--- src/rtl/fdac_pkg.sv ---
`timescale 1ns / 1ps
// Shared types and constants for the fall detect alarm controller.
// No dependencies.
package fdac_pkg;

    typedef enum logic [1:0] {
        MODE_NORMAL = 2'd0,
        MODE_FALL   = 2'd1,
        MODE_ALARM  = 2'd2
    } t_mode;

    typedef enum logic [1:0] {
        DISP_BLANK = 2'd0,
        DISP_FALL  = 2'd1,
        DISP_HELP  = 2'd2
    } t_disp;

    typedef enum logic [2:0] {
        CFG_LOW_MAG_SQ     = 3'd0,
        CFG_HIGH_MAG_SQ    = 3'd1,
        CFG_TILT_FACTOR_Q8 = 3'd2,
        CFG_CONFIRM_TICKS  = 3'd3,
        CFG_BLINK_PERIOD   = 3'd4,
        CFG_BLINK_ON_TICKS = 3'd5
    } t_cfg_idx;

    typedef enum logic [3:0] {
        SEQ_IDLE,
        SEQ_SQX,
        SEQ_SQY,
        SEQ_SQZ,
        SEQ_TLX,
        SEQ_TLY,
        SEQ_EVAL,
        SEQ_MOD,
        SEQ_DONE
    } t_seq_state;

    localparam int unsigned CFG_IDX_W  = 3;
    localparam int unsigned CFG_DATA_W = 32;
    localparam int unsigned MAG_W      = 32;
    localparam int unsigned TILT_W     = 10;
    localparam int unsigned TICK_W     = 16;
    localparam int unsigned FIELD_W    = 16;
    localparam int unsigned IN_DATA_W  = 56;
    localparam int unsigned OUT_DATA_W = 8;

    localparam logic [MAG_W-1:0]  LOW_MAG_SQ_RST     = 32'd500000000;
    localparam logic [MAG_W-1:0]  HIGH_MAG_SQ_RST    = 32'd1200000000;
    localparam logic [TILT_W-1:0] TILT_FACTOR_RST    = 10'd275;
    localparam logic [TICK_W-1:0] CONFIRM_TICKS_RST  = 16'd3000;
    localparam logic [TICK_W-1:0] BLINK_PERIOD_RST   = 16'd500;
    localparam logic [TICK_W-1:0] BLINK_ON_TICKS_RST = 16'd250;

endpackage

--- src/rtl/fall_detect_alarm_controller_top.sv ---
`timescale 1ns / 1ps
// Fall detect alarm controller, top level: sequencer, state and ports.
// Depends on fdac_pkg, fdac_mul and fdac_mod.
//
// One request is one 1 ms tick with the held accelerometer sample and the
// key flag; each request yields exactly one result.  The block handles one
// request at a time through a single shared registered multiplier: in the
// normal mode the three squares and the two tilt products go through it in
// turn.  In the alarming mode the blink phase is a 16-bit remainder worked
// out one bit per cycle.  Fall detected, key press and unused mode codes
// need no arithmetic.  s_axis_tready is high only while the sequencer is
// idle; a finished result waits in the output register, so the next request
// may be taken while it is pending.  Configuration is written through
// i_cfg_we / i_cfg_index / i_cfg_data and must only change while the block
// is idle.  SAMPLE_BITS selects how many low bits of each sample field
// count, as a two's complement value.
module fall_detect_alarm_controller_top
    import fdac_pkg::*;
#(
    parameter int unsigned SAMPLE_BITS = 16
) (
    input  logic                  i_clk,
    input  logic                  i_rst_n,
    // configuration write port
    input  logic                  i_cfg_we,
    input  logic [CFG_IDX_W-1:0]  i_cfg_index,
    input  logic [CFG_DATA_W-1:0] i_cfg_data,
    // request side
    input  logic                  s_axis_tvalid,
    output logic                  s_axis_tready,
    // [15:0] accel_x_sample, [31:16] accel_y_sample, [47:32] accel_z_sample,
    // [48] key_pressed, [55:49] zero
    input  logic [IN_DATA_W-1:0]  s_axis_tdata,
    // result side
    output logic                  m_axis_tvalid,
    input  logic                  m_axis_tready,
    // [0] alarm_led_n, [1] buzzer_n, [2] heartbeat_led, [4:3] display_mode,
    // [5] alarm_pulse, [7:6] mode_now
    output logic [OUT_DATA_W-1:0] m_axis_tdata
);

    // widths follow from the sample width
    localparam int unsigned SB    = SAMPLE_BITS;
    localparam int unsigned SQ_W  = 2 * SB;            // one square
    localparam int unsigned A_W   = 2 * SB + 1;        // sum of two squares
    localparam int unsigned B_W   = (SB > TILT_W) ? SB : TILT_W;
    localparam int unsigned PW    = A_W + B_W;         // product width
    localparam int unsigned SUM_W = 2 * SB + 2;        // sum of three squares
    localparam int unsigned CMP_W = (SUM_W > MAG_W) ? SUM_W : MAG_W;

    // ---- configuration registers ----
    logic [MAG_W-1:0]  r_low_mag_sq;
    logic [MAG_W-1:0]  r_high_mag_sq;
    logic [TILT_W-1:0] r_tilt_factor;
    logic [TICK_W-1:0] r_confirm_ticks;
    logic [TICK_W-1:0] r_blink_period;
    logic [TICK_W-1:0] r_blink_on_ticks;

    always_ff @(posedge i_clk) begin
        if (!i_rst_n) begin
            r_low_mag_sq     <= LOW_MAG_SQ_RST;
            r_high_mag_sq    <= HIGH_MAG_SQ_RST;
            r_tilt_factor    <= TILT_FACTOR_RST;
            r_confirm_ticks  <= CONFIRM_TICKS_RST;
            r_blink_period   <= BLINK_PERIOD_RST;
            r_blink_on_ticks <= BLINK_ON_TICKS_RST;
        end else if (i_cfg_we) begin
            case (i_cfg_index)
                CFG_LOW_MAG_SQ:     r_low_mag_sq     <= i_cfg_data[MAG_W-1:0];
                CFG_HIGH_MAG_SQ:    r_high_mag_sq    <= i_cfg_data[MAG_W-1:0];
                CFG_TILT_FACTOR_Q8: r_tilt_factor    <= i_cfg_data[TILT_W-1:0];
                CFG_CONFIRM_TICKS:  r_confirm_ticks  <= i_cfg_data[TICK_W-1:0];
                CFG_BLINK_PERIOD:   r_blink_period   <= i_cfg_data[TICK_W-1:0];
                CFG_BLINK_ON_TICKS: r_blink_on_ticks <= i_cfg_data[TICK_W-1:0];
                default: ;
            endcase
        end
    end

    // ---- request fields and magnitudes ----
    logic [SB-1:0] in_x, in_y, in_z;
    logic [SB-1:0] abs_x, abs_y, abs_z;
    logic          in_key;
    logic          req_accept;

    assign in_x       = s_axis_tdata[SB-1:0];
    assign in_y       = s_axis_tdata[FIELD_W+SB-1:FIELD_W];
    assign in_z       = s_axis_tdata[2*FIELD_W+SB-1:2*FIELD_W];
    assign in_key     = s_axis_tdata[3*FIELD_W];
    assign req_accept = s_axis_tvalid && s_axis_tready;

    // most negative value maps to 2^(SB-1), which still fits unsigned
    assign abs_x = in_x[SB-1] ? (~in_x + 1'b1) : in_x;
    assign abs_y = in_y[SB-1] ? (~in_y + 1'b1) : in_y;
    assign abs_z = in_z[SB-1] ? (~in_z + 1'b1) : in_z;

    // ---- sequencer ----
    t_seq_state r_state, n_state;
    logic       out_free;
    logic       mod_done;
    logic       r_out_valid;

    assign out_free = !r_out_valid || m_axis_tready;

    always_ff @(posedge i_clk) begin
        if (!i_rst_n) begin
            r_state <= SEQ_IDLE;
        end else begin
            r_state <= n_state;
        end
    end

    // controller state, initialised on reset (mode, display and ticks to zero, LED, buzzer and heartbeat high)
    t_mode           r_mode, n_mode;
    t_disp           r_disp, n_disp;
    logic [TICK_W-1:0] r_ticks, n_ticks;
    logic            r_hb, n_hb;
    logic            r_led, n_led;
    logic            r_buz, n_buz;
    logic            n_pulse;

    always_comb begin
        n_state = r_state;
        case (r_state)
            SEQ_IDLE: begin
                if (req_accept) begin
                    if (in_key) begin
                        n_state = SEQ_DONE;
                    end else begin
                        case (r_mode)
                            MODE_NORMAL: n_state = SEQ_SQX;
                            MODE_ALARM:  n_state = SEQ_MOD;
                            default:     n_state = SEQ_DONE;
                        endcase
                    end
                end
            end
            SEQ_SQX:  n_state = SEQ_SQY;
            SEQ_SQY:  n_state = SEQ_SQZ;
            SEQ_SQZ:  n_state = SEQ_TLX;
            SEQ_TLX:  n_state = SEQ_TLY;
            SEQ_TLY:  n_state = SEQ_EVAL;
            SEQ_EVAL: n_state = SEQ_DONE;
            SEQ_MOD: begin
                if (mod_done) begin
                    n_state = SEQ_DONE;
                end
            end
            SEQ_DONE: begin
                if (out_free) begin
                    n_state = SEQ_IDLE;
                end
            end
            default:  n_state = SEQ_IDLE;
        endcase
    end

    // ---- sequencer outputs: multiplier operands and strobes ----
    logic [SB-1:0]  r_ax, r_ay, r_az;
    logic [SQ_W-1:0] r_x2, r_y2, r_z2;
    logic [PW-1:0]  mul_p;
    logic [A_W-1:0] mul_a;
    logic [B_W-1:0] mul_b;
    logic           mod_start;
    logic           load_out;

    always_comb begin
        mul_a     = '0;
        mul_b     = '0;
        mod_start = 1'b0;
        load_out  = 1'b0;
        s_axis_tready = 1'b0;
        case (r_state)
            SEQ_IDLE: begin
                s_axis_tready = 1'b1;
                mod_start     = req_accept && !in_key && (r_mode == MODE_ALARM);
            end
            SEQ_SQX: begin
                mul_a = A_W'(r_ax);
                mul_b = B_W'(r_ax);
            end
            SEQ_SQY: begin
                mul_a = A_W'(r_ay);
                mul_b = B_W'(r_ay);
            end
            SEQ_SQZ: begin
                mul_a = A_W'(r_az);
                mul_b = B_W'(r_az);
            end
            SEQ_TLX: begin
                // z squared is still on the product register here
                mul_a = A_W'(r_y2) + A_W'(mul_p[SQ_W-1:0]);
                mul_b = B_W'(r_tilt_factor);
            end
            SEQ_TLY: begin
                mul_a = A_W'(r_x2) + A_W'(r_z2);
                mul_b = B_W'(r_tilt_factor);
            end
            SEQ_DONE: load_out = out_free;
            default: ;
        endcase
    end

    fdac_mul #(
        .A_W (A_W),
        .B_W (B_W)
    ) u_mul (
        .i_clk (i_clk),
        .i_a   (mul_a),
        .i_b   (mul_b),
        .o_p   (mul_p)
    );

    logic [TICK_W:0]   mod_divisor;
    logic [TICK_W-1:0] mod_rem;

    // zero period stands for a divisor of 2^16
    assign mod_divisor = (r_blink_period == '0) ? {1'b1, {TICK_W{1'b0}}}
                                                : {1'b0, r_blink_period};

    fdac_mod u_mod (
        .i_clk      (i_clk),
        .i_rst_n    (i_rst_n),
        .i_start    (mod_start),
        .i_dividend (r_ticks),
        .i_divisor  (mod_divisor),
        .o_done     (mod_done),
        .o_rem      (mod_rem)
    );

    // ---- datapath registers ----
    logic             r_key;
    logic             r_tilt_x;
    logic             r_fall;
    logic             r_level;
    logic [SUM_W-1:0] r_total;
    logic             out_band;
    logic             tilt_y;

    assign out_band = (CMP_W'(r_total) < CMP_W'(r_low_mag_sq))
                   || (CMP_W'(r_total) > CMP_W'(r_high_mag_sq));
    assign tilt_y   = PW'({r_y2, 8'h00}) >= mul_p;

    always_ff @(posedge i_clk) begin
        if (req_accept) begin
            r_key <= in_key;
            r_ax  <= abs_x;
            r_ay  <= abs_y;
            r_az  <= abs_z;
        end
        case (r_state)
            SEQ_SQY: r_x2 <= mul_p[SQ_W-1:0];
            SEQ_SQZ: r_y2 <= mul_p[SQ_W-1:0];
            SEQ_TLX: r_z2 <= mul_p[SQ_W-1:0];
            SEQ_TLY: begin
                r_tilt_x <= PW'({r_x2, 8'h00}) >= mul_p;
                r_total  <= SUM_W'(r_x2) + SUM_W'(r_y2) + SUM_W'(r_z2);
            end
            SEQ_EVAL: r_fall <= out_band && (r_tilt_x || tilt_y);
            SEQ_MOD: begin
                if (mod_done) begin
                    r_level <= !(mod_rem < r_blink_on_ticks);
                end
            end
            default: ;
        endcase
    end

    // ---- controller update for one tick ----
    logic [TICK_W-1:0] ticks_inc;

    assign ticks_inc = r_ticks + 1'b1;

    always_comb begin
        n_mode  = r_mode;
        n_disp  = r_disp;
        n_ticks = r_ticks;
        n_hb    = r_hb;
        n_led   = r_led;
        n_buz   = r_buz;
        n_pulse = 1'b0;
        if (r_key) begin
            n_mode  = MODE_NORMAL;
            n_ticks = '0;
            n_led   = 1'b1;
            n_buz   = 1'b1;
            n_disp  = DISP_BLANK;
        end else begin
            case (r_mode)
                MODE_NORMAL: begin
                    n_hb = !r_hb;
                    if (r_fall) begin
                        n_mode  = MODE_FALL;
                        n_ticks = '0;
                        n_disp  = DISP_FALL;
                    end
                end
                MODE_FALL: begin
                    n_led   = 1'b0;
                    n_buz   = 1'b0;
                    n_ticks = ticks_inc;
                    if (ticks_inc >= r_confirm_ticks) begin
                        n_mode  = MODE_ALARM;
                        n_disp  = DISP_HELP;
                        n_pulse = 1'b1;
                    end
                end
                MODE_ALARM: begin
                    n_led   = r_level;
                    n_buz   = r_level;
                    n_ticks = ticks_inc;
                end
                default: ;   // unused code: outputs only
            endcase
        end
    end

    always_ff @(posedge i_clk) begin
        if (!i_rst_n) begin
            r_mode  <= MODE_NORMAL;
            r_disp  <= DISP_BLANK;
            r_ticks <= '0;
            r_hb    <= 1'b1;
            r_led   <= 1'b1;
            r_buz   <= 1'b1;
        end else if (load_out) begin
            r_mode  <= n_mode;
            r_disp  <= n_disp;
            r_ticks <= n_ticks;
            r_hb    <= n_hb;
            r_led   <= n_led;
            r_buz   <= n_buz;
        end
    end

    // ---- result register ----
    logic [OUT_DATA_W-1:0] r_out_data;

    always_ff @(posedge i_clk) begin
        if (!i_rst_n) begin
            r_out_valid <= 1'b0;
        end else if (load_out) begin
            r_out_valid <= 1'b1;
        end else if (m_axis_tready) begin
            r_out_valid <= 1'b0;
        end
    end

    always_ff @(posedge i_clk) begin
        if (load_out) begin
            r_out_data <= {n_mode, n_pulse, n_disp, n_hb, n_buz, n_led};
        end
    end

    assign m_axis_tvalid = r_out_valid;
    assign m_axis_tdata  = r_out_data;

    // ---- checks ----
    a_pulse_in_alarm : assert property (@(posedge i_clk) disable iff (!i_rst_n)
        (r_out_valid && r_out_data[5]) |-> (r_out_data[7:6] == MODE_ALARM))
        else $error("alarm pulse without alarming mode");

    a_led_buz_agree : assert property (@(posedge i_clk) disable iff (!i_rst_n)
        r_led == r_buz)
        else $error("LED and buzzer drive disagree");

    a_mod_done_in_mod : assert property (@(posedge i_clk) disable iff (!i_rst_n)
        mod_done |-> (r_state == SEQ_MOD))
        else $error("remainder finished outside its wait state");

    a_accept_leaves_idle : assert property (@(posedge i_clk) disable iff (!i_rst_n)
        req_accept |=> (r_state != SEQ_IDLE))
        else $error("sequencer stayed idle after a request");

endmodule

--- src/rtl/fdac_mul.sv ---
`timescale 1ns / 1ps
// Shared unsigned multiplier with a registered product.
// Depends on nothing.
module fdac_mul #(
    parameter int unsigned A_W = 33,
    parameter int unsigned B_W = 16
) (
    input  logic               i_clk,
    input  logic [A_W-1:0]     i_a,
    input  logic [B_W-1:0]     i_b,
    output logic [A_W+B_W-1:0] o_p
);

    logic [A_W+B_W-1:0] r_p;

    always_ff @(posedge i_clk) begin
        r_p <= (A_W+B_W)'(i_a) * (A_W+B_W)'(i_b);
    end

    assign o_p = r_p;

endmodule

--- src/rtl/fdac_mod.sv ---
`timescale 1ns / 1ps
// Restoring remainder unit, one quotient bit per cycle.
// Depends on fdac_pkg for the tick width.
module fdac_mod
    import fdac_pkg::*;
(
    input  logic              i_clk,
    input  logic              i_rst_n,
    input  logic              i_start,
    input  logic [TICK_W-1:0] i_dividend,
    input  logic [TICK_W:0]   i_divisor,   // zero period already mapped to 2^16
    output logic              o_done,
    output logic [TICK_W-1:0] o_rem
);

    localparam int unsigned CNT_W = $clog2(TICK_W);

    logic              r_busy;
    logic              r_done;
    logic [CNT_W-1:0]  r_cnt;
    logic [TICK_W:0]   r_rem;
    logic [TICK_W-1:0] r_div;
    logic [TICK_W:0]   trial;
    logic [TICK_W:0]   n_rem;

    always_comb begin
        trial = {r_rem[TICK_W-1:0], r_div[TICK_W-1]};
        n_rem = (trial >= i_divisor) ? trial - i_divisor : trial;
    end

    always_ff @(posedge i_clk) begin
        if (!i_rst_n) begin
            r_busy <= 1'b0;
            r_done <= 1'b0;
            r_cnt  <= '0;
        end else begin
            r_done <= 1'b0;
            if (i_start) begin
                r_busy <= 1'b1;
                r_cnt  <= CNT_W'(TICK_W - 1);
            end else if (r_busy) begin
                r_cnt <= r_cnt - 1'b1;
                if (r_cnt == '0) begin
                    r_busy <= 1'b0;
                    r_done <= 1'b1;
                end
            end
        end
    end

    always_ff @(posedge i_clk) begin
        if (i_start) begin
            r_rem <= '0;
            r_div <= i_dividend;
        end else if (r_busy) begin
            r_rem <= n_rem;
            r_div <= {r_div[TICK_W-2:0], 1'b0};
        end
    end

    assign o_done = r_done;
    assign o_rem  = r_rem[TICK_W-1:0];

endmodule

--- config.mk ---
export PLATFORM = sky130hd
export DESIGN_NAME = fall_detect_alarm_controller_top
export DESIGN_NICKNAME = d
export VERILOG_FILES = /design/src/rtl/fdac_pkg.sv /design/src/rtl/fall_detect_alarm_controller_top.sv /design/src/rtl/fdac_mul.sv /design/src/rtl/fdac_mod.sv
export SDC_FILE = /design/constraint.sdc
export NUM_CORES = 2
export LEC_CHECK = 0
export ABC_AREA = 0
export ABC_CLOCK_PERIOD_IN_PS = 12500
export BUFFER_PORTS_ARGS = -buffer_cell sky130_fd_sc_hd__clkbuf_2
export CAP_MARGIN = 10
export CORE_MARGIN = 3
export CORE_UTILIZATION = 40
export DETAILED_ROUTE_END_ITERATION = 8
export PLACE_DENSITY = 0.58
export SYNTH_ARGS = -nofsm -noshare
export SYNTH_HDL_FRONTEND = slang
export SYNTH_HIERARCHICAL = 1
export SYNTH_SLANG_ARGS = --single-unit
export TNS_END_PERCENT = 30
--- constraint.sdc ---
create_clock -name i_clk -period 12.5 [get_ports i_clk]
set_input_delay 2.5 -clock i_clk [delete_from_list [all_inputs] [get_ports i_clk]]
set_output_delay 2.5 -clock i_clk [all_outputs]
set_load 0.005 [all_outputs]
==> impl_metrics.toml <==
[setup_path]
worstPathMaxFanout = 16
cp_common_cell = "fa_1"
critPathArrivalTime_ns = 9.91
crit_type = "reg -> reg"
critPathSlowestCell = "a32o_1"
crit_path_max_incr_delay_ns = 0.76
startpoint_type = "flop"
required_ns = 13.02
crit_path_end_kind = "flop"

[timing]
rsz0062_at_grt = "false"
fin_ws_ns = 3.112
skew_ns = 0.03902
setup_viol = 0
tightest_slew_ns = 1.238
timing.final.hold_violations = 0
slew_headroom_pct = 16.90
finalWorstPathRequiredPeriod_ns = 9.388
tns_ns = 0
finalCritPeriodShare_pct = 75.10
final_max_slew_viol_count = 0
fmax_mhz = 106.5

[route]
routedWlPerCell_um = 18.38
drtPass1Iterations = 5
wl_um = 111400
drtIter0Drc = 1779
drc = 0
via_per_inst = 5.260
drtAntennaViolNets = 0
via_count = 31880

[yosys]
synth-main-ff-cell = "dfxtp_1"
async_flop_share_pct = 0
syn-instance-count = 4625
syn_area_um2 = 42850
synth_xor_area_share_pct = 3.822
post-synth-top-area-fraction_pct = 21.86
synth_compound_gate_area_share_pct = 13.80
ys_seq_elements = 427
synthAdderAreaFrac_pct = 33.51
synth_top_family_by_area = "adder cells"
synth_top_area_cell = "fa_1"
yosys_warnings = 6
synth_nets = 5588
synthMuxAreaShare_pct = 0.9373
synthTopCellsByArea = "fa_1, edfxtp_1, ha_1, dfxtp_1, nand2_1"
avgSynthCellArea_um2 = 9.265
synth_seq_area_share_pct = 24.76
synth_cell_types = 97
synth_simple_gate_area_share_pct = 15.55
synth_edf_count = 206

[final_layout]
final_common_cell = "nand2_1"
syn_to_final_growth_pct = 8.003
layout.nets = 5591
drive_above_1_share_pct = 7.372
stdcell_count = 6060
final_cell_mix = "nand2_1, inv_1, fa_1"

[floorplan]
die_y_um = 333.3
die_w_um = 333.3
core-area_um2 = 105900
row_count = 119
die-area_um2 = 111100
start_util_pct = 40.48
ios = 106

[cts]
worstSkewPairLatency_ns = 0.63
clock-sinks = 427
clkTransAtPathRegs_ns = 0.07
cts_setup_buffers = 0
cts.path.max_buffers = 3
cts_max_level = 2
cts-buffers-inserted = 46
cts_tree = "built"
hold_buffers = 0
root_buffer = "clkbuf_16"
cts.repair.resized = 0

[global_route]
grt_pass1_wl_um = 178700
overflow = 0
grt_max_degree = 93
grt_pass1_vias = 32420
antenna_found_initial = 2
track_usage_pct = 20.00

[pwr]
ir_drop_v = 0.0001034
pwr-share-seq_pct = 43.9
p_comb_share_pct = 16.5
p_clk_share_pct = 39.6
power_leakage_uw = 0.02023
switching_share_pct = 28.97
p_switching_uw = 1034
intPower_uw = 2536
finalPower_uw = 3571
p_per_area_nw_per_um2 = 77.16

[outcome]
status = "completed"

[placement]
numPortBuffers = 98
placed_cells = 5970
pre_cts_ws_ns = 3.173
place.gp.congestion = 0.8902
dp.final_hpwl_um = 84000

[run]
maxCapViolCount = 0

[worst_hold_path]
hp-class = "reg -> reg"
-- synthesized netlist by cell type, types with 6 or more instances --
library cell	n
nor4_1	21
clkbuf_1	174
a21oi_1	174
a21o_1	127
o21bai_1	24
nand4_1	49
xnor2_1	125
buf_2	6
a21boi_0	85
dfxtp_1	221
inv_1	644
o21a_1	28
and3_1	33
a22oi_1	27
a211oi_1	32
a21oi_2	12
and2_1	248
o21ai_1	11
o22ai_1	14
nor2_1	152
nor3_1	43
o21ai_0	151
a211o_1	6
or3_1	17
a31oi_1	20
nand3_1	62
nand2b_1	27
nand2_1	673
edfxtp_1	206
o31ai_1	23
or2_2	9
mux2_2	33
o211ai_1	52
fa_1	468
xor2_1	62
a311oi_1	12
ha_1	399
nor2b_1	34
-- critical path: cells and delay by family, from the launching register on --
kind / cells / cell delay (ns)
AOI/OAI and AO/OA: 10 / 3.66
DFF: 1 / 0.44
and+or+nand+nor: 3 / 0.70
buffers and inverters: 4 / 0.23
xor gates and xnor gates: 2 / 0.31
adders and majority gates: 9 / 3.92
-- per-stage QoR --
step / hold WS (ns) / instance area (µm²) / utilization [%]
finish: 0.4621 / 46280 / 43.72
global route: 0.4867 / 46280 / 43.71
CTS: 0.4662 / 46270 / 43.70
detailed placement: 0.4579 / 44690 / 42.22
global placement: 0.4529 / 44690 / 42.22
floorplan: 0.4406 / 42850 / -
-- kinds of logic (layout without fill, tap and decap cells) --
group / count (synthesis) / count (layout)
simple gates: 1403 / 1403
compound gates: 868 / 868
fa+ha+maj: 867 / 867
buf+inv: 837 / 878
flops: 427 / 427
xor+xnor: 187 / 187
mux: 36 / 36
other cells: 0 / 3
-- power by group through the flow --
stage,logic (µW),clock network [µW],registers [µW]
final,589,1420,1570
after global placement,578,0,1600
after global routing,657,1510,1570
after CTS,589,1460,1570
after floorplan,403,0,1580
after detailed placement,586,0,1600
-- flip-flops by register name (all words and copies together), names as in the netlist, 4 cells and up --
register          flops
r_total              34
r_state               4
r_ax                 16
u_mod/r_rem          16
r_blink_on_ticks     16
r_z2                 32
r_low_mag_sq         32
r_ticks              16
u_mod/r_cnt           4
r_x2                 32
u_mul/o_p            49
r_az                 16
u_mod/r_div          16
m_axis_tdata          8
r_high_mag_sq        32
r_ay                 16
r_y2                 32
r_confirm_ticks      16
r_tilt_factor        10
r_blink_period       16
-- metal layers --
layer | track usage, % | share of wire, %
met5 | 0 | 0
met4 | 4.181 | 1.8
met3 | 2.167 | 4.1
met2 | 33.87 | 47
met1 | 27.75 | 47
-- final timing paths --
path                     end             from  slack [ns]  cells past startpoint
max            u_mul/o_p[44]          r_y2[0]        3.11                     28
min          r_low_mag_sq[2]  r_low_mag_sq[2]        0.46                      2
max reg2reg    u_mul/o_p[44]          r_y2[0]        3.11                     28
min reg2reg  r_low_mag_sq[2]  r_low_mag_sq[2]        0.46                      2
-- area by class of cell --
class / instances / area (µm²)
fill: 10280 / 59580
multi-input combinational: 3361 / 29070
sequential: 427 / 10610
inverter: 645 / 2421
tap: 1391 / 1740
clock buffer: 58 / 1279
timing repair buffer: 147 / 860.8
clock inverter: 28 / 294.0
antenna: 3 / 7.507
Power figures use the tool's default switching activity.
